==> src/sv/vigenere_key_recovery_defines.svh <==
// Assertion macros shared by the key recovery RTL.
`ifndef VIGENERE_KEY_RECOVERY_DEFINES_SVH
`define VIGENERE_KEY_RECOVERY_DEFINES_SVH

// Same-cycle implication, disabled during reset
`define VKR_ASSERT_NOW(lbl, ante, cons, msg) \
  lbl: assert property (@(posedge clk_i) disable iff (!rst_ni) (ante) |-> (cons)) \
    else $error(msg);

// Next-cycle implication, disabled during reset
`define VKR_ASSERT_NEXT(lbl, ante, cons, msg) \
  lbl: assert property (@(posedge clk_i) disable iff (!rst_ni) (ante) |=> (cons)) \
    else $error(msg);

`endif

==> src/sv/vkr_pkg.sv <==
// Shared constants, types and the letter weight table for key recovery.
package vkr_pkg;

  localparam int unsigned MAX_KEY_DEF    = 32;
  localparam int unsigned COUNT_BITS_DEF = 16;
  localparam int unsigned ALPHABET       = 26;

  // Fixed point scoring: weights are English frequencies times 65536
  localparam int unsigned WEIGHT_W     = 14;
  localparam int unsigned TARGET_SCORE = 4292;
  localparam int unsigned SHIFT_W      = 5;
  localparam int unsigned STEP_W       = 5;

  // ASCII codes
  localparam logic [7:0] CH_LC_A = 8'h61;
  localparam logic [7:0] CH_LC_Z = 8'h7a;
  localparam logic [7:0] CH_UC_A = 8'h41;
  localparam logic [7:0] CH_UC_Z = 8'h5a;
  localparam logic [6:0] KEY_BASE = 7'h61;

  // Register map (index is paddr[2])
  localparam logic       REG_KEY_LENGTH   = 1'b0;
  localparam logic [5:0] KEY_LENGTH_RESET = 6'd1;

  typedef enum logic [2:0] {
    ST_CLEAR,
    ST_RUN,
    ST_DRAIN,
    ST_SCORE,
    ST_EMIT
  } top_state_e;

  typedef enum logic [2:0] {
    EN_IDLE,
    EN_LOAD,
    EN_TARGET,
    EN_SHIFT,
    EN_DONE
  } eng_state_e;

  // Control from sequencer to scoring engine
  typedef struct packed {
    logic start;
    logic take;
  } eng_ctrl_t;

  // Result from scoring engine
  typedef struct packed {
    logic               valid;
    logic [SHIFT_W-1:0] shift;
  } res_t;

  function automatic logic [WEIGHT_W-1:0] eng_weight(input logic [STEP_W-1:0] idx);
    logic [WEIGHT_W-1:0] w;
    unique case (idx)
      5'd0:    w = 14'd5352;
      5'd1:    w = 14'd978;
      5'd2:    w = 14'd1823;
      5'd3:    w = 14'd2787;
      5'd4:    w = 14'd8324;
      5'd5:    w = 14'd1460;
      5'd6:    w = 14'd1321;
      5'd7:    w = 14'd3994;
      5'd8:    w = 14'd4565;
      5'd9:    w = 14'd100;
      5'd10:   w = 14'd506;
      5'd11:   w = 14'd2638;
      5'd12:   w = 14'd1577;
      5'd13:   w = 14'd4423;
      5'd14:   w = 14'd4920;
      5'd15:   w = 14'd1264;
      5'd16:   w = 14'd62;
      5'd17:   w = 14'd3924;
      5'd18:   w = 14'd4146;
      5'd19:   w = 14'd5935;
      5'd20:   w = 14'd1807;
      5'd21:   w = 14'd641;
      5'd22:   w = 14'd1547;
      5'd23:   w = 14'd98;
      5'd24:   w = 14'd1294;
      5'd25:   w = 14'd48;
      default: w = '0;
    endcase
    return w;
  endfunction

endpackage

==> src/sv/vkr_hist.sv <==
// Letter filter, key position counter and histogram read-modify-write pipe.
`include "vigenere_key_recovery_defines.svh"

module vkr_hist #(
  parameter int unsigned MAX_KEY    = vkr_pkg::MAX_KEY_DEF,
  parameter int unsigned COUNT_BITS = vkr_pkg::COUNT_BITS_DEF,
  localparam int unsigned DEPTH  = MAX_KEY * vkr_pkg::ALPHABET,
  localparam int unsigned ADDR_W = $clog2(DEPTH),
  localparam int unsigned KLEN_W = $clog2(MAX_KEY + 1)
) (
  input  logic                  clk_i,
  input  logic                  rst_ni,
  input  logic                  accept_i,
  input  logic [7:0]            raw_byte_i,
  input  logic [KLEN_W-1:0]     klen_i,
  input  logic                  clr_i,
  output logic [ADDR_W-1:0]     raddr_o,
  input  logic [COUNT_BITS-1:0] rdata_i,
  output logic                  we_o,
  output logic [ADDR_W-1:0]     waddr_o,
  output logic [COUNT_BITS-1:0] wdata_o
);

  localparam int unsigned POS_W = (MAX_KEY > 1) ? $clog2(MAX_KEY) : 1;
  localparam int unsigned CMP_W = KLEN_W + 1;
  localparam logic [COUNT_BITS-1:0] CNT_MAX = '1;

  logic                  is_lower, is_upper, is_letter, upd;
  logic [4:0]            letter;
  logic [POS_W-1:0]      pos_q, pos_d, pos_use, pos_next;
  logic [CMP_W-1:0]      pos_inc;
  logic [ADDR_W-1:0]     addr;
  logic                  s2_vld_q, fwd_vld_q;
  logic [ADDR_W-1:0]     s2_addr_q, fwd_addr_q;
  logic [COUNT_BITS-1:0] fwd_data_q, src, cnt_new;

  // letter decode, case folded
  always_comb begin
    is_lower  = (raw_byte_i >= vkr_pkg::CH_LC_A) && (raw_byte_i <= vkr_pkg::CH_LC_Z);
    is_upper  = (raw_byte_i >= vkr_pkg::CH_UC_A) && (raw_byte_i <= vkr_pkg::CH_UC_Z);
    is_letter = is_lower || is_upper;
    letter    = is_lower ? 5'(raw_byte_i - vkr_pkg::CH_LC_A)
                         : 5'(raw_byte_i - vkr_pkg::CH_UC_A);
    upd       = accept_i && is_letter;
  end

  // key position; wraps if the key length shrank under it
  always_comb begin
    pos_use  = (CMP_W'(pos_q) >= CMP_W'(klen_i)) ? '0 : pos_q;
    pos_inc  = CMP_W'(pos_use) + CMP_W'(1);
    pos_next = (pos_inc >= CMP_W'(klen_i)) ? '0 : POS_W'(pos_inc);
    addr     = ADDR_W'(pos_use) * ADDR_W'(vkr_pkg::ALPHABET) + ADDR_W'(letter);
    if (clr_i) begin
      pos_d = '0;
    end else if (upd) begin
      pos_d = pos_next;
    end else begin
      pos_d = pos_q;
    end
  end

  assign raddr_o = addr;

  // stage 2: saturating increment, forwarded from the previous cycle's write
  always_comb begin
    src     = (fwd_vld_q && (fwd_addr_q == s2_addr_q)) ? fwd_data_q : rdata_i;
    cnt_new = (src == CNT_MAX) ? src : src + COUNT_BITS'(1);
  end

  assign we_o    = s2_vld_q;
  assign waddr_o = s2_addr_q;
  assign wdata_o = cnt_new;

  always_ff @(posedge clk_i or negedge rst_ni) begin
    if (!rst_ni) begin
      pos_q     <= '0;
      s2_vld_q  <= 1'b0;
      fwd_vld_q <= 1'b0;
    end else begin
      pos_q     <= pos_d;
      s2_vld_q  <= upd;
      fwd_vld_q <= s2_vld_q;
    end
  end

  always_ff @(posedge clk_i) begin
    s2_addr_q  <= addr;
    fwd_addr_q <= s2_addr_q;
    fwd_data_q <= cnt_new;
  end

  `VKR_ASSERT_NOW(a_wr_after_accept, we_o, $past(accept_i), "histogram write without request")

endmodule

==> config.mk <==
export PLATFORM = sky130hd
export DESIGN_NAME = vkr_hist
export DESIGN_NICKNAME = d
export VERILOG_FILES = /design/src/sv/vkr_pkg.sv /design/src/sv/vkr_hist.sv
export VERILOG_INCLUDE_DIRS = /design/src /design/src/sv
export SDC_FILE = /design/constraint.sdc
export NUM_CORES = 1
export LEC_CHECK = 0
export BUFFER_PORTS_ARGS = -buffer_cell sky130_fd_sc_hd__buf_2
export CORE_ASPECT_RATIO = 1.2
export CORE_UTILIZATION = 54
export DETAILED_ROUTE_END_ITERATION = 10
export GPL_TIMING_DRIVEN = 0
export PLACE_DENSITY = 0.8
export SYNTH_ARGS = -nofsm -noshare
export SYNTH_HDL_FRONTEND = slang
export SYNTH_SLANG_ARGS = --single-unit
==> constraint.sdc <==
create_clock -name clk_i -period 6.5 [get_ports clk_i]
set_input_delay 0.975 -clock clk_i [delete_from_list [all_inputs] [get_ports clk_i]]
set_output_delay 0.975 -clock clk_i [all_outputs]
set_load 0.01 [all_outputs]
# Word-level counts from Yosys, hierarchy flattened
# Index checks and enable logic that the tools add are counted.
# totals
ff_bits	43
inputBits	34
output_inout_bits	37
wordCells	33
# classes
add_sub_neg	5
mul	1
magnitude_cmp	6
eq_ne	2
n_mux	7
n_reduce_logical	6
# ops
op	count
16-bit 2-to-1 mux	2
5-bit 2-to-1 mux	5
16-bit by 1-bit adder with 16-bit output (second input constant)	1
16-bit equality test (second input constant)	1
8-bit by 7-bit >= comparator with 1-bit output (second input constant)	2
8-bit by 7-bit <= comparator with 1-bit output (second input constant)	2
10-bit by 5-bit adder with 10-bit output	1
10-bit equality test	1
5-bit by 1-bit subtractor with 5-bit output (second input constant)	2
5-bit by 4-bit multiplier with 9-bit output (second input constant)	1
5-bit by 1-bit adder with 6-bit output (second input constant)	1
5-bit by 6-bit >= comparator with 1-bit output	1
6-bit >= comparator	1
1-bit logical AND	4
2-bit nonzero test	1
1-bit logical OR	1

# Logic depth before layout (Yosys ltp)
# depth
ltp_word	7
depth_mapped	19
ltp_nobuf	19

# Worst setup path after synthesis
# OpenSTA, ideal clock, no wires.
# synth_timing
path_kind	input to output
start	input port klen_i[0]
end	output port raddr_o[9]
arrival_ns	4.505
required_ns	5.525
setup_slack_ns	1.020
path_stages	16
n_path_buf	0
path_cell_list	ha_1 -> nand2b_1 -> a21o_1 -> a21o_1 -> a41oi_2 -> and2_1 -> ha_1 -> xor2_1 -> ha_1 -> inv_1 -> fa_1 -> xor2_1 -> a211oi_1 -> nand4b_1 -> xor2_1 -> xnor2_1
# synth_via
elab_chain_cells	4
# synth_rtl
item	line	source
start, declared	vkr_hist.sv:15	input logic [KLEN_W-1:0] klen_i,
5-bit by 6-bit >= comparator with 1-bit output	vkr_hist.sv:49	pos_use = (CMP_W'(pos_q) >= CMP_W'(klen_i)) ? '0 : pos_q;
5-bit 2-to-1 mux	vkr_hist.sv:49	
5-bit by 4-bit multiplier with 9-bit output	vkr_hist.sv:52	addr = ADDR_W'(pos_use) * ADDR_W'(vkr_pkg::ALPHABET) + ADDR_W'(letter);
10-bit by 5-bit adder with 10-bit output	vkr_hist.sv:52	
end, declared	vkr_hist.sv:17	output logic [ADDR_W-1:0] raddr_o,
# No other way between the ends.

# Worst setup path in the final report
# Same ends and word-level chain as after synthesis.

==> run metrics <==
status finished, final reports clean; number of gates resized after cts 0; Max-Cap Viols 0; met2 capacity usage during global routing 40.82%; number of placement rows 29; relative contribution of the clock network to total power 30.7%; synthesized instance count 315; cell internal pwr 0.0004115 W; combinational family with the most area after synthesis simple AND/OR/NAND/NOR gates; number of nets in the layout 463; clock transition time at the flip-flop clock pins of the worst setup and hold paths 0.09 ns; power per cell area 167.7 mW/mm2; post-detailed-placement half-perimeter wirelength 5.217 mm; Core ar. 0.005298 mm2; net switching component of the power 0.0001766 W; First DRT Iteration DRCs 112; Worst Clk Skew 0.008108 ns; Critical Path Start Type input port; Ports 71; sink count of the clock tree 43; Die Y 83.43 um; HP Start waddr_o[4]$_DFF_P_; overall routed net length 6.394 mm; overall global routing resource usage 22.54%; met1 track demand over resource in global routing 25.00%; Hold WC Path Type register to register; Root Driver sky130_fd_sc_hd__clkbuf_8; met3 global-route usage 4.733%; net count after synthesis 386; maximum clock rate 162.3 MHz; Area growth, synth to finish 17.53%; adder-cell share of the synthesized area 16.02%; largest fanout on the critical path 8; routed length per instance 14.05 um; number of routed nets with antenna violations 0; worst skew pair latency 0.30 ns; share of synthesized area occupied by flip-flops and latches 30.02%; die outline area 0.005828 mm2; total standard cell area after synthesis 0.002984 mm2; synthesis-stage register bit count 43; Inserted Diodes 0; Critical Path AT 5.19 ns; final slew viol count 0; detail-routed via count per cell 5.613; most used cells in the layout excluding fill and tap cells sky130_fd_sc_hd__buf_2, sky130_fd_sc_hd__dfxtp_1, sky130_fd_sc_hd__ha_1; Initial Utilization 56.33%; EDFF count, synth 0; clock tree from TritonCTS done; Max-Slew Margin vs Limit 71.89%; portion of netlist area occupied by mux cells 6.122%; antenna violations before repair 0; Vias 2554; setup slack after layout 0.3368 ns; kind of end point of the critical path output pin; Longest Clk Path Bufs 2; Final TNS setup 0 ns; fraction of final layout cells sized beyond drive strength 1 25.19%; # DRC 0; Worst Hold Slack 0.3828 ns; largest net degree at the start of global routing 17; post-place setup slack 0.3409 ns; required time of the critical path 5.52 ns; routability-driven placement congestion ratio 0.8827; number of buffers inserted by hold repair at cts 0; first-pass GRT wire length 10.59 mm; simple-gate area share of the yosys netlist 18.57%; pin slew with the least headroom to its limit 0.4191 ns; Mean Syn Cell Area 9.473 um2; peak supply drop 0.1081 mV; number of CTS-inserted buffers 5; setup violators final 0; buffer count from post-CTS setup fixing 0; Synth Warn # 0; die extent in x 69.86 um; most common library cell in the layout ignoring fill and taps sky130_fd_sc_hd__buf_2; most instantiated flip-flop cell in the synthesis netlist sky130_fd_sc_hd__dfxtp_1; XOR/XNOR Fraction of Synth Area 12.62%; count of input and output buffers 70; final critical-path share of the clock period 94.82%; Synth Area in Compound Gates 12.33%; crit path from klen_i[0]; overflow left after global routing 0; DRT Pass-1 Iters 4; Netlist cell types 52; number of hold-slack violations in the final timing report 0; share of synthesized registers carrying an async set or reset 16.28%; via count of the first global-routing pass 2501; launch point of the worst reg-to-reg path pos_q[0]$_DFFE_PN0P_; Top Usage Layer GRT met2; relative contribution of combinational cells to total power 18.6%; part of the power in registers 50.6%; number of levels in the clock H-tree 2; Min Clock Period, post-route 6.163 ns; leakage component of the power 1.770 nW; switch share 30.03%; RSZ-0062 raised after global routing false; start-to-end type of the worst setup path input port to output pin
==> state kept, by name, summed over array words and instances, names as in the netlist <==
| name | flops |
|---|---|
| fwd_addr_q | 10 |
| fwd_data_q | 16 |
| fwd_vld_q | 1 |
| pos_q | 5 |
| waddr_o | 10 |
| we_o | 1 |
==> routing by layer <==
layer	vias up	routed length, um
met1	1182	2623
met2	82	3348
met3	14	306
met5	-	0
li1	1276	-
met4	0	114
==> through the flow <==
step                instance area (um2)  cells  utilization [%]  power [W]
global route                       3507    455            66.20  0.0006176
CTS                                3507    455            66.20  0.0005950
detailed placement                 3412    447            64.41  0.0004140
floorplan                          2984    315                -  0.0003686
finish                             3507    455            66.20  0.0005881
global placement                   3412    447            64.41  0.0004104
==> worst paths after layout <==
check,depth (start not counted),endpoint,slack (ns)
worst max-delay path,18,raddr_o[9],0.34
worst min-delay path,0,fwd_addr_q[4]$_DFF_P_,0.38
worst max register to register,17,waddr_o[9]$_DFF_P_,2.03
worst min register to register,0,fwd_addr_q[4]$_DFF_P_,0.38
max in group asynchronous,1,pos_q[0]$_DFFE_PN0P_,5.85
min in group asynchronous,1,pos_q[3]$_DFFE_PN0P_,0.49
==> power by group through the flow <==
stage | logic (W) | clock network, W | registers, W
after global routing | 0.000122 | 0.000196 | 0.000300
after detailed placement | 0.000110 | 0 | 0.000304
final | 0.000109 | 0.000181 | 0.000298
after CTS | 0.000111 | 0.000187 | 0.000298
after global placement | 0.000108 | 0 | 0.000303
after floorplan | 0.0000656 | 0 | 0.000303
==> cell usage after synthesis, types with 3 or more instances <==
library cell,instances,area (um2)
sky130_fd_sc_hd__o211ai_1,3,22.52
sky130_fd_sc_hd__nand3_1,11,55.05
sky130_fd_sc_hd__a31oi_1,3,18.77
sky130_fd_sc_hd__and4_1,4,35.03
sky130_fd_sc_hd__and2_1,3,18.77
sky130_fd_sc_hd__ha_1,35,437.9
sky130_fd_sc_hd__a21oi_1,5,25.02
sky130_fd_sc_hd__a22o_1,4,35.03
sky130_fd_sc_hd__inv_1,24,90.09
sky130_fd_sc_hd__nor3_1,4,20.02
sky130_fd_sc_hd__dfxtp_1,36,720.7
sky130_fd_sc_hd__and3_1,5,31.28
sky130_fd_sc_hd__dfrtp_1,7,175.2
sky130_fd_sc_hd__a211oi_1,5,37.54
sky130_fd_sc_hd__a21o_1,9,67.56
sky130_fd_sc_hd__xor2_1,19,166.4
sky130_fd_sc_hd__nand4_1,9,56.30
sky130_fd_sc_hd__xnor2_1,24,210.2
sky130_fd_sc_hd__nor2b_1,5,31.28
sky130_fd_sc_hd__a31o_2,3,26.28
sky130_fd_sc_hd__nand3b_1,3,22.52
sky130_fd_sc_hd__o21ai_0,9,45.04
sky130_fd_sc_hd__nand2_1,25,93.84
sky130_fd_sc_hd__nor2_1,10,37.54
sky130_fd_sc_hd__nor4_1,3,18.77
sky130_fd_sc_hd__mux2i_1,13,130.1
==> cells by family (layout without fill, tap and decap cells) <==
| family | after synthesis | after routing |
|---|---|---|
| compound gates | 50 | 50 |
| xor+xnor | 43 | 43 |
| fa+ha+maj | 37 | 37 |
| buf+inv | 30 | 108 |
| flops | 43 | 43 |
| mux | 17 | 17 |
| simple gates | 95 | 95 |
==> cell type report <==
type                       count  area [um2]
buffer                         4       31.28
clock buffer                   5       68.82
clock inverter                 3       26.28
fill                         446        1790
inverter                      26       97.59
multi-input combinational    242        1959
sequential                    43       895.9
tap                           62       77.57
timing repair buffer          70       350.3
==> worst max-delay path, cell delays in order <==
cell	delay (ns)
sky130_fd_sc_hd__buf_2	0.11
sky130_fd_sc_hd__ha_1	0.27
sky130_fd_sc_hd__nand2b_1	0.14
sky130_fd_sc_hd__a21o_1	0.17
sky130_fd_sc_hd__a21o_1	0.18
sky130_fd_sc_hd__a41oi_2	0.36
sky130_fd_sc_hd__and2_1	0.31
sky130_fd_sc_hd__ha_1	0.29
sky130_fd_sc_hd__xor2_1	0.16
sky130_fd_sc_hd__ha_1	0.32
sky130_fd_sc_hd__inv_1	0.07
sky130_fd_sc_hd__fa_1	0.46
sky130_fd_sc_hd__xor2_1	0.19
sky130_fd_sc_hd__a211oi_1	0.40
sky130_fd_sc_hd__nand4b_1	0.16
sky130_fd_sc_hd__xor2_1	0.18
sky130_fd_sc_hd__xnor2_1	0.24
sky130_fd_sc_hd__buf_2	0.18
(Power assumes the default switching activity.)
