--- src/sv/vigenere_key_recovery_defines.svh ---
// Assertion macros shared by the key recovery RTL.
`ifndef VIGENERE_KEY_RECOVERY_DEFINES_SVH
`define VIGENERE_KEY_RECOVERY_DEFINES_SVH

// Same-cycle implication, disabled during reset
`define VKR_ASSERT_NOW(lbl, ante, cons, msg) \
  lbl: assert property (@(posedge clk_i) disable iff (!rst_ni) (ante) |-> (cons)) \
    else $error(msg);

// Next-cycle implication, disabled during reset
`define VKR_ASSERT_NEXT(lbl, ante, cons, msg) \
  lbl: assert property (@(posedge clk_i) disable iff (!rst_ni) (ante) |=> (cons)) \
    else $error(msg);

`endif

--- src/sv/vkr_pkg.sv ---
// Shared constants, types and the letter weight table for key recovery.
package vkr_pkg;

  localparam int unsigned MAX_KEY_DEF    = 32;
  localparam int unsigned COUNT_BITS_DEF = 16;
  localparam int unsigned ALPHABET       = 26;

  // Fixed point scoring: weights are English frequencies times 65536
  localparam int unsigned WEIGHT_W     = 14;
  localparam int unsigned TARGET_SCORE = 4292;
  localparam int unsigned SHIFT_W      = 5;
  localparam int unsigned STEP_W       = 5;

  // ASCII codes
  localparam logic [7:0] CH_LC_A = 8'h61;
  localparam logic [7:0] CH_LC_Z = 8'h7a;
  localparam logic [7:0] CH_UC_A = 8'h41;
  localparam logic [7:0] CH_UC_Z = 8'h5a;
  localparam logic [6:0] KEY_BASE = 7'h61;

  // Register map (index is paddr[2])
  localparam logic       REG_KEY_LENGTH   = 1'b0;
  localparam logic [5:0] KEY_LENGTH_RESET = 6'd1;

  typedef enum logic [2:0] {
    ST_CLEAR,
    ST_RUN,
    ST_DRAIN,
    ST_SCORE,
    ST_EMIT
  } top_state_e;

  typedef enum logic [2:0] {
    EN_IDLE,
    EN_LOAD,
    EN_TARGET,
    EN_SHIFT,
    EN_DONE
  } eng_state_e;

  // Control from sequencer to scoring engine
  typedef struct packed {
    logic start;
    logic take;
  } eng_ctrl_t;

  // Result from scoring engine
  typedef struct packed {
    logic               valid;
    logic [SHIFT_W-1:0] shift;
  } res_t;

  function automatic logic [WEIGHT_W-1:0] eng_weight(input logic [STEP_W-1:0] idx);
    logic [WEIGHT_W-1:0] w;
    unique case (idx)
      5'd0:    w = 14'd5352;
      5'd1:    w = 14'd978;
      5'd2:    w = 14'd1823;
      5'd3:    w = 14'd2787;
      5'd4:    w = 14'd8324;
      5'd5:    w = 14'd1460;
      5'd6:    w = 14'd1321;
      5'd7:    w = 14'd3994;
      5'd8:    w = 14'd4565;
      5'd9:    w = 14'd100;
      5'd10:   w = 14'd506;
      5'd11:   w = 14'd2638;
      5'd12:   w = 14'd1577;
      5'd13:   w = 14'd4423;
      5'd14:   w = 14'd4920;
      5'd15:   w = 14'd1264;
      5'd16:   w = 14'd62;
      5'd17:   w = 14'd3924;
      5'd18:   w = 14'd4146;
      5'd19:   w = 14'd5935;
      5'd20:   w = 14'd1807;
      5'd21:   w = 14'd641;
      5'd22:   w = 14'd1547;
      5'd23:   w = 14'd98;
      5'd24:   w = 14'd1294;
      5'd25:   w = 14'd48;
      default: w = '0;
    endcase
    return w;
  endfunction

endpackage

--- src/sv/vkr_score.sv ---
// Scoring engine: loads one column, scores all 26 shifts, keeps the best.
`include "vigenere_key_recovery_defines.svh"

module vkr_score #(
  parameter int unsigned MAX_KEY    = vkr_pkg::MAX_KEY_DEF,
  parameter int unsigned COUNT_BITS = vkr_pkg::COUNT_BITS_DEF,
  localparam int unsigned DEPTH  = MAX_KEY * vkr_pkg::ALPHABET,
  localparam int unsigned ADDR_W = $clog2(DEPTH),
  localparam int unsigned POS_W  = (MAX_KEY > 1) ? $clog2(MAX_KEY) : 1
) (
  input  logic                  clk_i,
  input  logic                  rst_ni,
  input  vkr_pkg::eng_ctrl_t    ctrl_i,
  input  logic [POS_W-1:0]      col_i,
  output logic [ADDR_W-1:0]     raddr_o,
  input  logic [COUNT_BITS-1:0] rdata_i,
  output vkr_pkg::res_t         res_o
);

  localparam int unsigned PROD_W = vkr_pkg::WEIGHT_W + COUNT_BITS;
  localparam int unsigned SUM_W  = PROD_W + 5;
  localparam int unsigned STEP_W = vkr_pkg::STEP_W;
  localparam int unsigned SH_W   = vkr_pkg::SHIFT_W;
  localparam logic [STEP_W-1:0] LOAD_END  = STEP_W'(vkr_pkg::ALPHABET);
  localparam logic [STEP_W-1:0] ROT_STEP  = STEP_W'(vkr_pkg::ALPHABET);
  localparam logic [STEP_W-1:0] DIFF_STEP = STEP_W'(vkr_pkg::ALPHABET + 1);
  localparam logic [STEP_W-1:0] CMP_STEP  = STEP_W'(vkr_pkg::ALPHABET + 2);
  localparam logic [SH_W-1:0]   LAST_SH   = SH_W'(vkr_pkg::ALPHABET - 1);
  localparam logic [SUM_W-1:0]  TARGET_K  = SUM_W'(vkr_pkg::TARGET_SCORE);

  vkr_pkg::eng_state_e state_q, state_d;

  logic [STEP_W-1:0]     k_q, i_q;
  logic [SH_W-1:0]       g_q, best_g_q;
  logic                  rd_vld_q, prod_vld_q, issue;
  logic [COUNT_BITS-1:0] rot_q [vkr_pkg::ALPHABET];
  logic [COUNT_BITS-1:0] n_q;
  logic [COUNT_BITS:0]   n_sum;
  logic [SUM_W-1:0]      target_q, acc_q, diff_q, best_q;
  logic [PROD_W-1:0]     prod_q;

  // next state
  always_comb begin
    state_d = state_q;
    unique case (state_q)
      vkr_pkg::EN_IDLE:   if (ctrl_i.start) state_d = vkr_pkg::EN_LOAD;
      vkr_pkg::EN_LOAD:   if (k_q == LOAD_END) state_d = vkr_pkg::EN_TARGET;
      vkr_pkg::EN_TARGET: state_d = vkr_pkg::EN_SHIFT;
      vkr_pkg::EN_SHIFT:  if (i_q == CMP_STEP && g_q == LAST_SH) state_d = vkr_pkg::EN_DONE;
      vkr_pkg::EN_DONE: begin
        if (ctrl_i.take) begin
          state_d = ctrl_i.start ? vkr_pkg::EN_LOAD : vkr_pkg::EN_IDLE;
        end
      end
      default:            state_d = vkr_pkg::EN_IDLE;
    endcase
  end

  // outputs
  always_comb begin
    issue       = (state_q == vkr_pkg::EN_LOAD) && (k_q != LOAD_END);
    raddr_o     = ADDR_W'(col_i) * ADDR_W'(vkr_pkg::ALPHABET) + ADDR_W'(k_q);
    res_o.valid = (state_q == vkr_pkg::EN_DONE);
    res_o.shift = best_g_q;
    n_sum       = {1'b0, n_q} + {1'b0, rdata_i};
  end

  // control counters
  always_ff @(posedge clk_i or negedge rst_ni) begin
    if (!rst_ni) begin
      state_q    <= vkr_pkg::EN_IDLE;
      k_q        <= '0;
      i_q        <= '0;
      g_q        <= '0;
      rd_vld_q   <= 1'b0;
      prod_vld_q <= 1'b0;
    end else begin
      state_q    <= state_d;
      rd_vld_q   <= issue;
      prod_vld_q <= (state_q == vkr_pkg::EN_SHIFT) && (i_q < ROT_STEP);
      if (ctrl_i.start) begin
        k_q <= '0;
      end else if (issue) begin
        k_q <= k_q + STEP_W'(1);
      end
      if (state_q == vkr_pkg::EN_TARGET) begin
        i_q <= '0;
        g_q <= '0;
      end else if (state_q == vkr_pkg::EN_SHIFT) begin
        if (i_q == CMP_STEP) begin
          i_q <= '0;
          if (g_q != LAST_SH) g_q <= g_q + SH_W'(1);
        end else begin
          i_q <= i_q + STEP_W'(1);
        end
      end
    end
  end

  // count window: shifted in while loading, rotated once per step while scoring
  // except on the difference and compare steps. The column total is the
  // saturated sum of its counts, which equals the column's saturated letter count.
  always_ff @(posedge clk_i) begin
    if (rd_vld_q) begin
      for (int j = 0; j < vkr_pkg::ALPHABET - 1; j++) begin
        rot_q[j] <= rot_q[j+1];
      end
      rot_q[vkr_pkg::ALPHABET-1] <= rdata_i;
    end else if (state_q == vkr_pkg::EN_SHIFT && i_q <= ROT_STEP) begin
      for (int j = 0; j < vkr_pkg::ALPHABET; j++) begin
        rot_q[j] <= rot_q[(j + 1) % vkr_pkg::ALPHABET];
      end
    end

    if (ctrl_i.start) begin
      n_q <= '0;
    end else if (rd_vld_q) begin
      n_q <= n_sum[COUNT_BITS] ? '1 : n_sum[COUNT_BITS-1:0];
    end

    if (state_q == vkr_pkg::EN_TARGET) begin
      target_q <= SUM_W'(n_q) * TARGET_K;
    end

    // multiply, then accumulate
    prod_q <= PROD_W'(vkr_pkg::eng_weight(i_q)) * PROD_W'(rot_q[0]);
    if (ctrl_i.start || (state_q == vkr_pkg::EN_SHIFT && i_q == DIFF_STEP)) begin
      acc_q <= '0;
    end else if (prod_vld_q) begin
      acc_q <= acc_q + SUM_W'(prod_q);
    end

    if (state_q == vkr_pkg::EN_SHIFT && i_q == DIFF_STEP) begin
      diff_q <= (acc_q >= target_q) ? acc_q - target_q : target_q - acc_q;
    end

    // lowest shift wins a tie
    if (state_q == vkr_pkg::EN_SHIFT && i_q == CMP_STEP) begin
      if (g_q == '0 || diff_q < best_q) begin
        best_q   <= diff_q;
        best_g_q <= g_q;
      end
    end
  end

  `VKR_ASSERT_NOW(a_shift_range, res_o.valid, res_o.shift <= LAST_SH, "shift out of range")

endmodule

--- config.mk ---
export PLATFORM = sky130hd
export DESIGN_NAME = vkr_score
export DESIGN_NICKNAME = d
export VERILOG_FILES = /design/src/sv/vkr_pkg.sv /design/src/sv/vkr_score.sv
export VERILOG_INCLUDE_DIRS = /design/src /design/src/sv
export SDC_FILE = /design/constraint.sdc
export NUM_CORES = 1
export LEC_CHECK = 0
export ABC_AREA = 1
export BUFFER_PORTS_ARGS = -buffer_cell sky130_fd_sc_hd__buf_4
export CAP_MARGIN = 20
export CORE_MARGIN = 10
export CORE_UTILIZATION = 40
export CTS_CLUSTER_SIZE = 28
export DETAILED_ROUTE_END_ITERATION = 10
export GPL_ROUTABILITY_DRIVEN = 0
export PLACE_DENSITY = 0.55
export SYNTH_ARGS = -nofsm -noshare
export SYNTH_HDL_FRONTEND = slang
export SYNTH_SLANG_ARGS = --single-unit
--- constraint.sdc ---
create_clock -name clk_i -period 18.3 [get_ports clk_i]
set_clock_uncertainty 0.2 [all_clocks]
set_input_delay 1.83 -clock clk_i [delete_from_list [all_inputs] [get_ports clk_i]]
set_output_delay 1.83 -clock clk_i [all_outputs]
set_load 0.01 [all_outputs]
After elaboration in Yosys (flattened, before gate mapping)
Memory sizes are Yosys's and may differ from the RTL's.
Index checks and enable logic that the tools add are counted.
W data, S select, Z words.
- bits in registers: 203
- bits in writable memories: 416
- ROM bits: 448
- input port bits: 25
- output and inout bits: 16
- word-level logic and storage cells: 135
- memories kept: 2
- memory list (memory ; words ; bits a word ; rd ports ; clocked after memory_dff ; write ports ; RTL line ; text):
    (name not given) ; 32 ; 14 ; 1 ; 0 ; 0 ; vkr_pkg.sv:55 ; unique case (idx)
    rot_q ; 26 ; 16 ; 26 ; 0 ; 26 ; vkr_score.sv:36 ; logic [COUNT_BITS-1:0] rot_q [vkr_pkg::ALPHABET];
- add/sub/neg operators: 8
- multiply operators: 3
- magnitude comparators: 4
- equal/unequal tests: 14
- muxes and demuxes: 48
- bitwise operators: 26
- reductions and logical operators: 17
- operators with widths (operator ; count):
    $mux W16 ; 27
    $mux W5 ; 9
    $add A35 B30 Y35 ; 1
    $ge A35 B29 Y1 ; 1
    $lt A35 B35 Y1 ; 1
    $mux W35 ; 1
    $sub A29 B35 Y35 ; 1
    $sub A35 B29 Y35 ; 1
    $mul A14 B16 Y30 ; 1
    $mul A16 B11 Y27 const B ; 1
    $or A1 B1 Y1 ; 26
    $eq A5 B5 Y1 const B ; 4
    $add A16 B16 Y17 ; 1
    $add A5 B1 Y5 const B ; 3
    $pmux W3 S5 ; 1
    $mux W3 ; 4
    $add A10 B5 Y10 ; 1
    $ne A5 B5 Y1 const B ; 2
    $mul A5 B4 Y9 const B ; 1
    $ne A2 B2 Y1 const B ; 4
    $reduce_bool A2 Y1 ; 4
    $eq A3 B2 Y1 const B ; 2
    $logic_and A1 B1 Y1 ; 6
    $mux W1 ; 6
    10 further kinds ; 11

Longest topological paths before layout
Gate-level depths: netlist of the first run.
- depth in word-level cells: 6
- gate-level depth with buffers: 34

Least setup slack after synthesis of the first run
No wires, ideal clock.
- path type: flip-flop to flip-flop
- start: register i_q[0]
- end: memory rot_q[0][0] in the netlist's numbering, enable pin
- library setup time: 4.049 ns
- data arrival time: 10.125 ns
- required time: 14.051 ns
- path slack: 3.926 ns
- cell stages (with the launch flop): 5
- path buffers: 0
- clock period less this slack: 14.374 ns
- cell sequence: dfrtp_1 > inv_1 > ha_1 > nand2_1 > nand3_1
- RTL lines (item ; RTL line ; text):
    start: declaration ; vkr_score.sv:33 ; logic [STEP_W-1:0] k_q, i_q;
    start signal: assignment ; vkr_score.sv:94 ; i_q <= i_q + STEP_W'(1);
    end: declaration ; vkr_score.sv:36 ;

Final worst setup path of the first run
- start: register i_q[0]
- end: register prod_q[29]
- longest elaborated chain between the ends: 2
- ends and longest elaborated chain (item ; RTL line ; text):
    $mem_v2 Z32 W14 ; n/a ;
    $mul A14 B16 Y30 ; vkr_score.sv:126 ; prod_q <= PROD_W'(vkr_pkg::eng_weight(i_q)) * PROD_W'(rot_q[0]);
    end signal: assignment ; vkr_score.sv:126 ;
    end: declaration ; vkr_score.sv:40 ; logic [PROD_W-1:0] prod_q;
No other way between the ends.
A chain may end at the register's enable or synchronous reset.

==> run_results.csv, run 1 <==
group,metric,value,unit
outcome,status,"finished clean",
synthesis,ys_seq_area_share,45.95,%
timing,rsz0062_at_grt,"no",
floorplanning,die_x,330.1,um
timing,fmax,0.1314,GHz
power,seqPwrFrac,41.7,%
worst_setup_path,crit_fanout,10,
placement,portBuffers,40,
worst_setup_path,r2r_slack,10.69,ns
job,max_cap_violations,0,
cts,clk_latency,0.65,ns
cts,cts_tree,"done",
routing,antenna_left,0,
timing,fin_ws,10.69,ns
routing,wl_per_cell,17.23,um
floorplanning,dieArea,109000,um2
worst_setup_path,worst_r2r_endpoint,"prod_q[29]",
synthesis,syn_inst,4081,
timing,fin_crit_sh,41.60,%
cells_and_area,postLayoutCellArea,42490,um2
cells_and_area,fillCellCount,9116,
timing,hold-worst-slack,0.1997,ns
power,combPwrFrac,20.1,%
cells_and_area,drive_above_1_share,4.754,%
cts,numCtsBuffers,69,
global_route,grt_max_degree,84,
global_route,track_usage,17.29,%
global_route,grt_pass1_vias,26410,
placement,place_area,40090,um2
timing,hold_viol_final,0,
synthesis,yosys_warnings,0,
synthesis,synth_largest_area_cell,"edfxtp_1",
power,p_int,2.614,mW
synthesis,synth-seq-cells,619,
synthesis,synthTopCellsByArea,"edfxtp_1, ha_1, fa_1, nand2_1, inv_1",
global_route,grt_pass1_wl,147900,um
routing,drtPass1Iterations,5,
cells_and_area,fin_util,44.66,%
worst_setup_path,worstReg2RegStart,"i_q[0]",
floorplanning,start_util,40.43,%
routing,drt_iter0_drc,2474,
worst_setup_path,cp-end-kind,"flip-flop",
cts,max-clock-path-buffers,3,
worst_setup_path,critical_path_required,18.65,ns
synthesis,synthArstFlopShare,3.231,%
cts,cts_sinks,619,
routing,route.detailed.drc,0,
worst_setup_path,reg2reg_depth,23,
timing,worst_pin_slew,1.111,ns
power,switchingPower,1.149,mW
worst_setup_path,cp-start-kind,"flip-flop",
worst_hold_path,min_path_type,"flip-flop to flip-flop",
cts,post-cts-setup-buffer-count,0,
cells_and_area,area_growth_syn_to_layout,10.45,%
routing,wirelength,93940,um
worst_hold_path,holdPathEnd,"rot_q[14][9]",
placement,post-place-ws,10.82,ns
power,p_leak,19.58,nW
synthesis,synth.distinct_cells,47,
synthesis,synth_nets,4625,
routing,viasPerCell,5.003,
floorplanning,core_area,95150,um2
worst_hold_path,hold-path-cell-count,0,
power,p_sw_share,30.53,%
cts,clk_pin_slew,0.06,ns
floorplanning,num_rows,113,
cells_and_area,fin_nets,4674,
floorplanning,die_y,330.1,um
synthesis,avgSynthCellArea,9.427,um2
synthesis,synth_edf_count,518,
synthesis,syn_area,38470,um2
power,ir_worst_vdd,0.07717,mV
power,power_frac_clock,38.3,%
worst_hold_path,min_from,"rot_q[15][9]",
cts,cts_resized,0,
power,p_per_area,88.54,nW/um2
routing,dr_total_vias,27270,
worst_setup_path,crit_type,"flip-flop to flip-flop",
placement,hpwl,72840,um
cts,htreeDepth,3,
timing,slew_viol_final,0,
global_route,antenna_found_initial,1,
timing,tns,0,ns
timing,finalWorstPathRequiredPeriod,7.613,ns
timing,relSlewSlack,25.33,%
cells_and_area,antenna_cells,0,
timing,setup_viol,0,
synthesis,ys.flop_type,"edfxtp_1",
global_route,gr-total-overflow,0,
worst_setup_path,arrival,7.96,ns
floorplanning,design.portCount,41,
cts,cts_hold_buf,0,
cts,root_buffer,"clkbuf_16",
synthesis,synth_top_area_share,40.43,%
-- metal layers --
metal | vias to the layer above | share of wire (%) | track usage, %
li1 | 13280 | - | -
met1 | 13000 | 48 | 24.91
met2 | 833 | 43 | 26.20
met3 | 156 | 7.2 | 3.486
met4 | 0 | 2.5 | 4.720
met5 | - | 0 | 0
-- critical path, stage by stage (launching register included) --
cell      delay, ns
dfrtp_1        0.46
inv_1          0.27
ha_1           0.28
nand2_1        0.12
nor3_1         0.89
clkinv_1       0.54
nor2_1         0.27
fa_1           0.45
fa_1           0.52
fa_1           0.51
fa_1           0.52
fa_1           0.54
inv_1          0.05
fa_1           0.53
inv_1          0.04
ha_1           0.34
a21oi_1        0.22
o21ai_0        0.14
a21oi_1        0.17
nand3_1        0.18
nand2_1        0.12
nand3_1        0.07
nand2_1        0.06
nand2_1        0.04
-- state kept, by name, indices dropped and copies added (netlist names) --
register / cells
acc_q: 35
best_g_q: 5
best_q: 35
diff_q: 35
g_q: 5
i_q: 5
k_q: 5
n_q: 16
prod_q: 30
prod_vld_q: 1
rd_vld_q: 1
rot_q: 416
state_q: 3
target_q: 27
-- cells in the mapped netlist (81+ instances only) --
cell        n
nand2_1   930
inv_1     732
edfxtp_1  518
nor2_1    344
ha_1      328
a21oi_1   242
fa_1      191
o21ai_0   168
nand3_1   166
dfxtp_1    81
xor2_1     81
-- power by group through the flow --
| stage | Clock (mW) | Combinational (mW) | Sequential, mW |
|---|---|---|---|
| after CTS | 1.49 | 0.738 | 1.57 |
| after global placement | 0 | 0.731 | 1.60 |
| after floorplan | 0 | 0.540 | 1.58 |
| after detailed placement | 0 | 0.735 | 1.60 |
| after global routing | 1.54 | 0.848 | 1.57 |
| final | 1.44 | 0.755 | 1.57 |
-- logic make-up (layout without fill, tap and decap cells) --
group	Yosys count	after routing	synth area share, %
AOI/OAI and AO/OA	469	469	6.436
xor gates and xnor gates	107	107	2.436
adders and majority gates	519	519	20.61
buffers and inverters	818	923	8.228
DFF	619	619	45.95
and+or+nand+nor	1549	1549	16.35
-- cells in the final DEF (no fill, tap or decap), types with 7 or more instances in the layout --
cell type	count
nand2_1	930
inv_1	732
edfxtp_1	518
nor2_1	343
ha_1	328
a21oi_1	241
fa_1	191
o21ai_0	168
nand3_1	165
xor2_1	81
dfxtp_1	81
clkbuf_16	71
buf_4	50
nand4_1	34
nor3_1	31
xnor2_1	26
dfrtp_1	20
clkbuf_1	15
clkinv_2	13
clkinv_1	12
nand2_2	12
o21bai_1	11
o211ai_1	10
nor2_2	10
nor4_1	9
a31oi_1	8
o21a_1	7
bufinv_16	7
-- worst max path at each step --
stage                   to  startpoint  cells past startpoint  slack [ns]
6_report        prod_q[29]      i_q[0]                     23       10.69
5_1_grt         prod_q[29]      i_q[0]                     23       10.23
4_1_cts         prod_q[29]      i_q[0]                     23       10.82
3_5_place_dp    prod_q[29]      i_q[0]                     23       10.82
3_3_place_gp    prod_q[29]      i_q[2]                     31       10.96
2_1_floorplan  rot_q[0][0]      i_q[0]                      4        3.93
-- final cells by class --
type / count / area [um2] / share of cell area (%)
clock buffer: 88 / 1861 / 4.378
clock inverter: 39 / 541.8 / 1.275
sequential: 619 / 17680 / 41.60
inverter: 746 / 2800 / 6.590
multi-input combinational: 2644 / 17660 / 41.55
tap: 1265 / 1583 / 3.725
timing repair buffer: 50 / 375.4 / 0.8833
-- stage by stage --
| step | std cells | total power [mW] |
|---|---|---|
| after floorplan | 4081 | 2.124 |
| after global placement | 5324 | 2.329 |
| after detailed placement | 5324 | 2.333 |
| after CTS | 5451 | 3.793 |
| after global routing | 5451 | 3.958 |
| final | 5451 | 3.762 |
No activity file was read; power rests on OpenSTA's default activity.
==> run 2, diff against run 1 <==
--- a/config.mk
+++ b/config.mk
@@ -6,7 +6,7 @@
 export SDC_FILE = /design/constraint.sdc
 export NUM_CORES = 1
 export LEC_CHECK = 0
-export ABC_AREA = 1
+export ABC_AREA = 0
 export BUFFER_PORTS_ARGS = -buffer_cell sky130_fd_sc_hd__buf_4
 export CAP_MARGIN = 20
 export CORE_MARGIN = 10
==> constraint.sdc (replaced) <==
create_clock -name clk_i -period 7.2 [get_ports clk_i]
set_clock_uncertainty 0.2 [all_clocks]
set_input_delay 0.72 -clock clk_i [delete_from_list [all_inputs] [get_ports clk_i]]
set_output_delay 0.72 -clock clk_i [all_outputs]
set_load 0.01 [all_outputs]
==> run_results.csv, run 2 <==
group,metric,value,unit
outcome,status,"finished clean",
cts,clk_pin_slew,0.07,ns
timing,hold_viol_final,0,
cts,cts_sinks,619,
cts,numCtsBuffers,67,
synthesis,synth_edf_count,518,
synthesis,yosys_warnings,0,
worst_setup_path,slowest_delay,0.56,ns
worst_setup_path,cp-end-kind,"flip-flop",
synthesis,syn_area,36020,um2
cells_and_area,fin_util,45.90,%
synthesis,synthTopCellsByArea,"edfxtp_1, ha_1, fa_1, dfxtp_1, inv_1",
worst_setup_path,critical_path_required,7.54,ns
routing,dr_total_vias,22400,
routing,drt_iter0_drc,1577,
floorplanning,design.portCount,41,
timing,worst_pin_slew,0.9119,ns
worst_setup_path,cp-start-kind,"flip-flop",
routing,wirelength,77840,um
synthesis,syn_inst,3032,
timing,fin_crit_sh,96.65,%
global_route,grt_pass1_vias,22560,
cells_and_area,area_growth_syn_to_layout,13.31,%
timing,relSlewSlack,39.21,%
worst_setup_path,crit_type,"flip-flop to flip-flop",
cts,cts_tree,"done",
global_route,gr-total-overflow,0,
placement,hpwl,57440,um
global_route,grt_pass1_wl,124000,um
cells_and_area,final_common_cell,"edfxtp_1",
worst_setup_path,crit_path_frequent_cell,"fa_1",
synthesis,ys_seq_area_share,49.08,%
cells_and_area,regMostFlops,"rot_q",
cells_and_area,fillCellCount,8065,
floorplanning,die_x,320.1,um
global_route,grt_max_degree,172,
worst_setup_path,crit_fanout,6,
cells_and_area,drive_above_1_share,10.95,%
routing,antenna_left,0,
timing,slew_viol_final,0,
floorplanning,die_y,320.1,um
synthesis,ys.flop_type,"edfxtp_1",
routing,wl_per_cell,17.88,um
routing,drtPass1Iterations,6,
cells_and_area,postLayoutCellArea,40810,um2
cells_and_area,fin_nets,3679,
global_route,antenna_found_initial,0,
cells_and_area,largest_register_ffs,416,
worst_setup_path,arrival,7.30,ns
synthesis,synth_top_cells_by_count,"edfxtp_1, inv_1, ha_1",
cts,clk_latency,0.64,ns
synthesis,synth_largest_area_cell,"edfxtp_1",
cts,max-clock-path-buffers,3,
synthesis,synthArstFlopShare,3.231,%
placement,portBuffers,40,
worst_setup_path,crit_slowest_cell,"mux4_2",
placement,place_area,38010,um2
routing,viasPerCell,5.145,
floorplanning,core_area,88920,um2
timing,setup_viol,0,
cts,root_buffer,"clkbuf_16",
floorplanning,num_rows,109,
routing,route.detailed.drc,0,
worst_hold_path,min_path_type,"flip-flop to flip-flop",
synthesis,synth_top_area_share,43.19,%
synthesis,synth.distinct_cells,81,
synthesis,synth_nets,3576,
job,max_cap_violations,0,
timing,fmax,0.1437,GHz
floorplanning,dieArea,102400,um2
floorplanning,start_util,40.51,%
timing,finalWorstPathRequiredPeriod,6.959,ns
synthesis,avgSynthCellArea,11.88,um2
synthesis,yosysMostFrequentCell,"edfxtp_1",
synthesis,synth-seq-cells,619,
cells_and_area,layout_common_cells,"edfxtp_1, inv_1, ha_1",
cts,htreeDepth,3,
timing,hold-worst-slack,0.1968,ns
global_route,track_usage,14.93,%
run 2: cell types whose count changed after synthesis, sizes merged, moves of 52 or more:
cell / before / now
a21o: 6 / 81
nor2b: 1 / 53
nand2: 943 / 210
nand3: 167 / 24
inv: 738 / 419
a21oi: 242 / 148
nor2: 357 / 160
xnor2: 26 / 88
o21ai: 171 / 97
and2: 0 / 87
run 2: kinds of logic (layout without fill, tap and decap cells):
group / count (synthesis) / in the layout / share of synthesized area (%)
DFF: 619 / 619 / 49.08
adders and majority gates: 519 / 519 / 22.01
other: 0 / 1 / 0
and+or+nand+nor: 673 / 673 / 9.133
AOI/OAI and AO/OA: 520 / 520 / 9.428
buffers and inverters: 509 / 665 / 5.398
muxes: 54 / 54 / 1.598
xor gates and xnor gates: 138 / 138 / 3.356
run 2: final timing paths:
kind | cells past startpoint | slack [ns] | endpoint | from
worst max-delay path | 26 | 0.24 | prod_q[27] | i_q[0]
worst min-delay path | 0 | 0.20 | rot_q[13][6] | rot_q[14][6]
worst max register to register | 26 | 0.24 | prod_q[27] | i_q[0]
worst min register to register | 0 | 0.20 | rot_q[13][6] | rot_q[14][6]
max in group asynchronous | 2 | 6.12 | i_q[0] | rst_ni
min in group asynchronous | 2 | 0.35 | g_q[0] | rst_ni
run 2: area by class of cell:
type                    instances  area (um2)  share of cell area [%]
flip-flops and latches        619       17680                   43.32
inverters                     419        1577                   3.863
multi-input cells            1904       16770                   41.09
clock inverters                38       525.5                   1.288
clock buffers                  84        1789                   4.384
well taps                    1165        1458                   3.572
diodes                          1       2.502                0.006131
repair buffers                124        1011                   2.477
run 2: what timing repair did:
action / in CTS / in global routing
hold buffers: 1 / 0
resized for setup: 8 / 77
setup buffers: 0 / 9
cloned: 0 / 1
hold endpoints to repair: 20 / 0
setup endpoints to repair: 5 / 13
pin swaps: 2 / 71
run 2: critical path: cells and delay by family, from the launching register on:
| kind | cells | cell delay [ns] |
|---|---|---|
| buf+inv | 6 | 0.62 |
| flops | 1 | 0.41 |
| compound gates | 7 | 1.08 |
| simple gates | 4 | 0.82 |
| fa+ha+maj | 8 | 3.23 |
| mux | 1 | 0.56 |
run 2: metrics by stage:
stage	TNS (ns)	setup WS [ns]	instances
after floorplan	0	0.008457	3032
after global placement	-0.02516	-0.02516	4218
after detailed placement	-0.2074	-0.06870	4219
after CTS	0	0.005499	4342
after global routing	-0.01268	-0.01268	4353
final	0	0.2414	4354
run 2: per-layer routing:
layer,track usage (%),vias to the layer above,wire (um)
li1,-,10680,-
met1,20.41,11070,36130
met2,23.72,523,35580
met3,2.842,125,3873
met4,4.768,0,2264
met5,0,-,0
Power of run 2 is not shown: default switching activity piles up to over one toggle a cycle in this logic, so the estimate is an artifact.
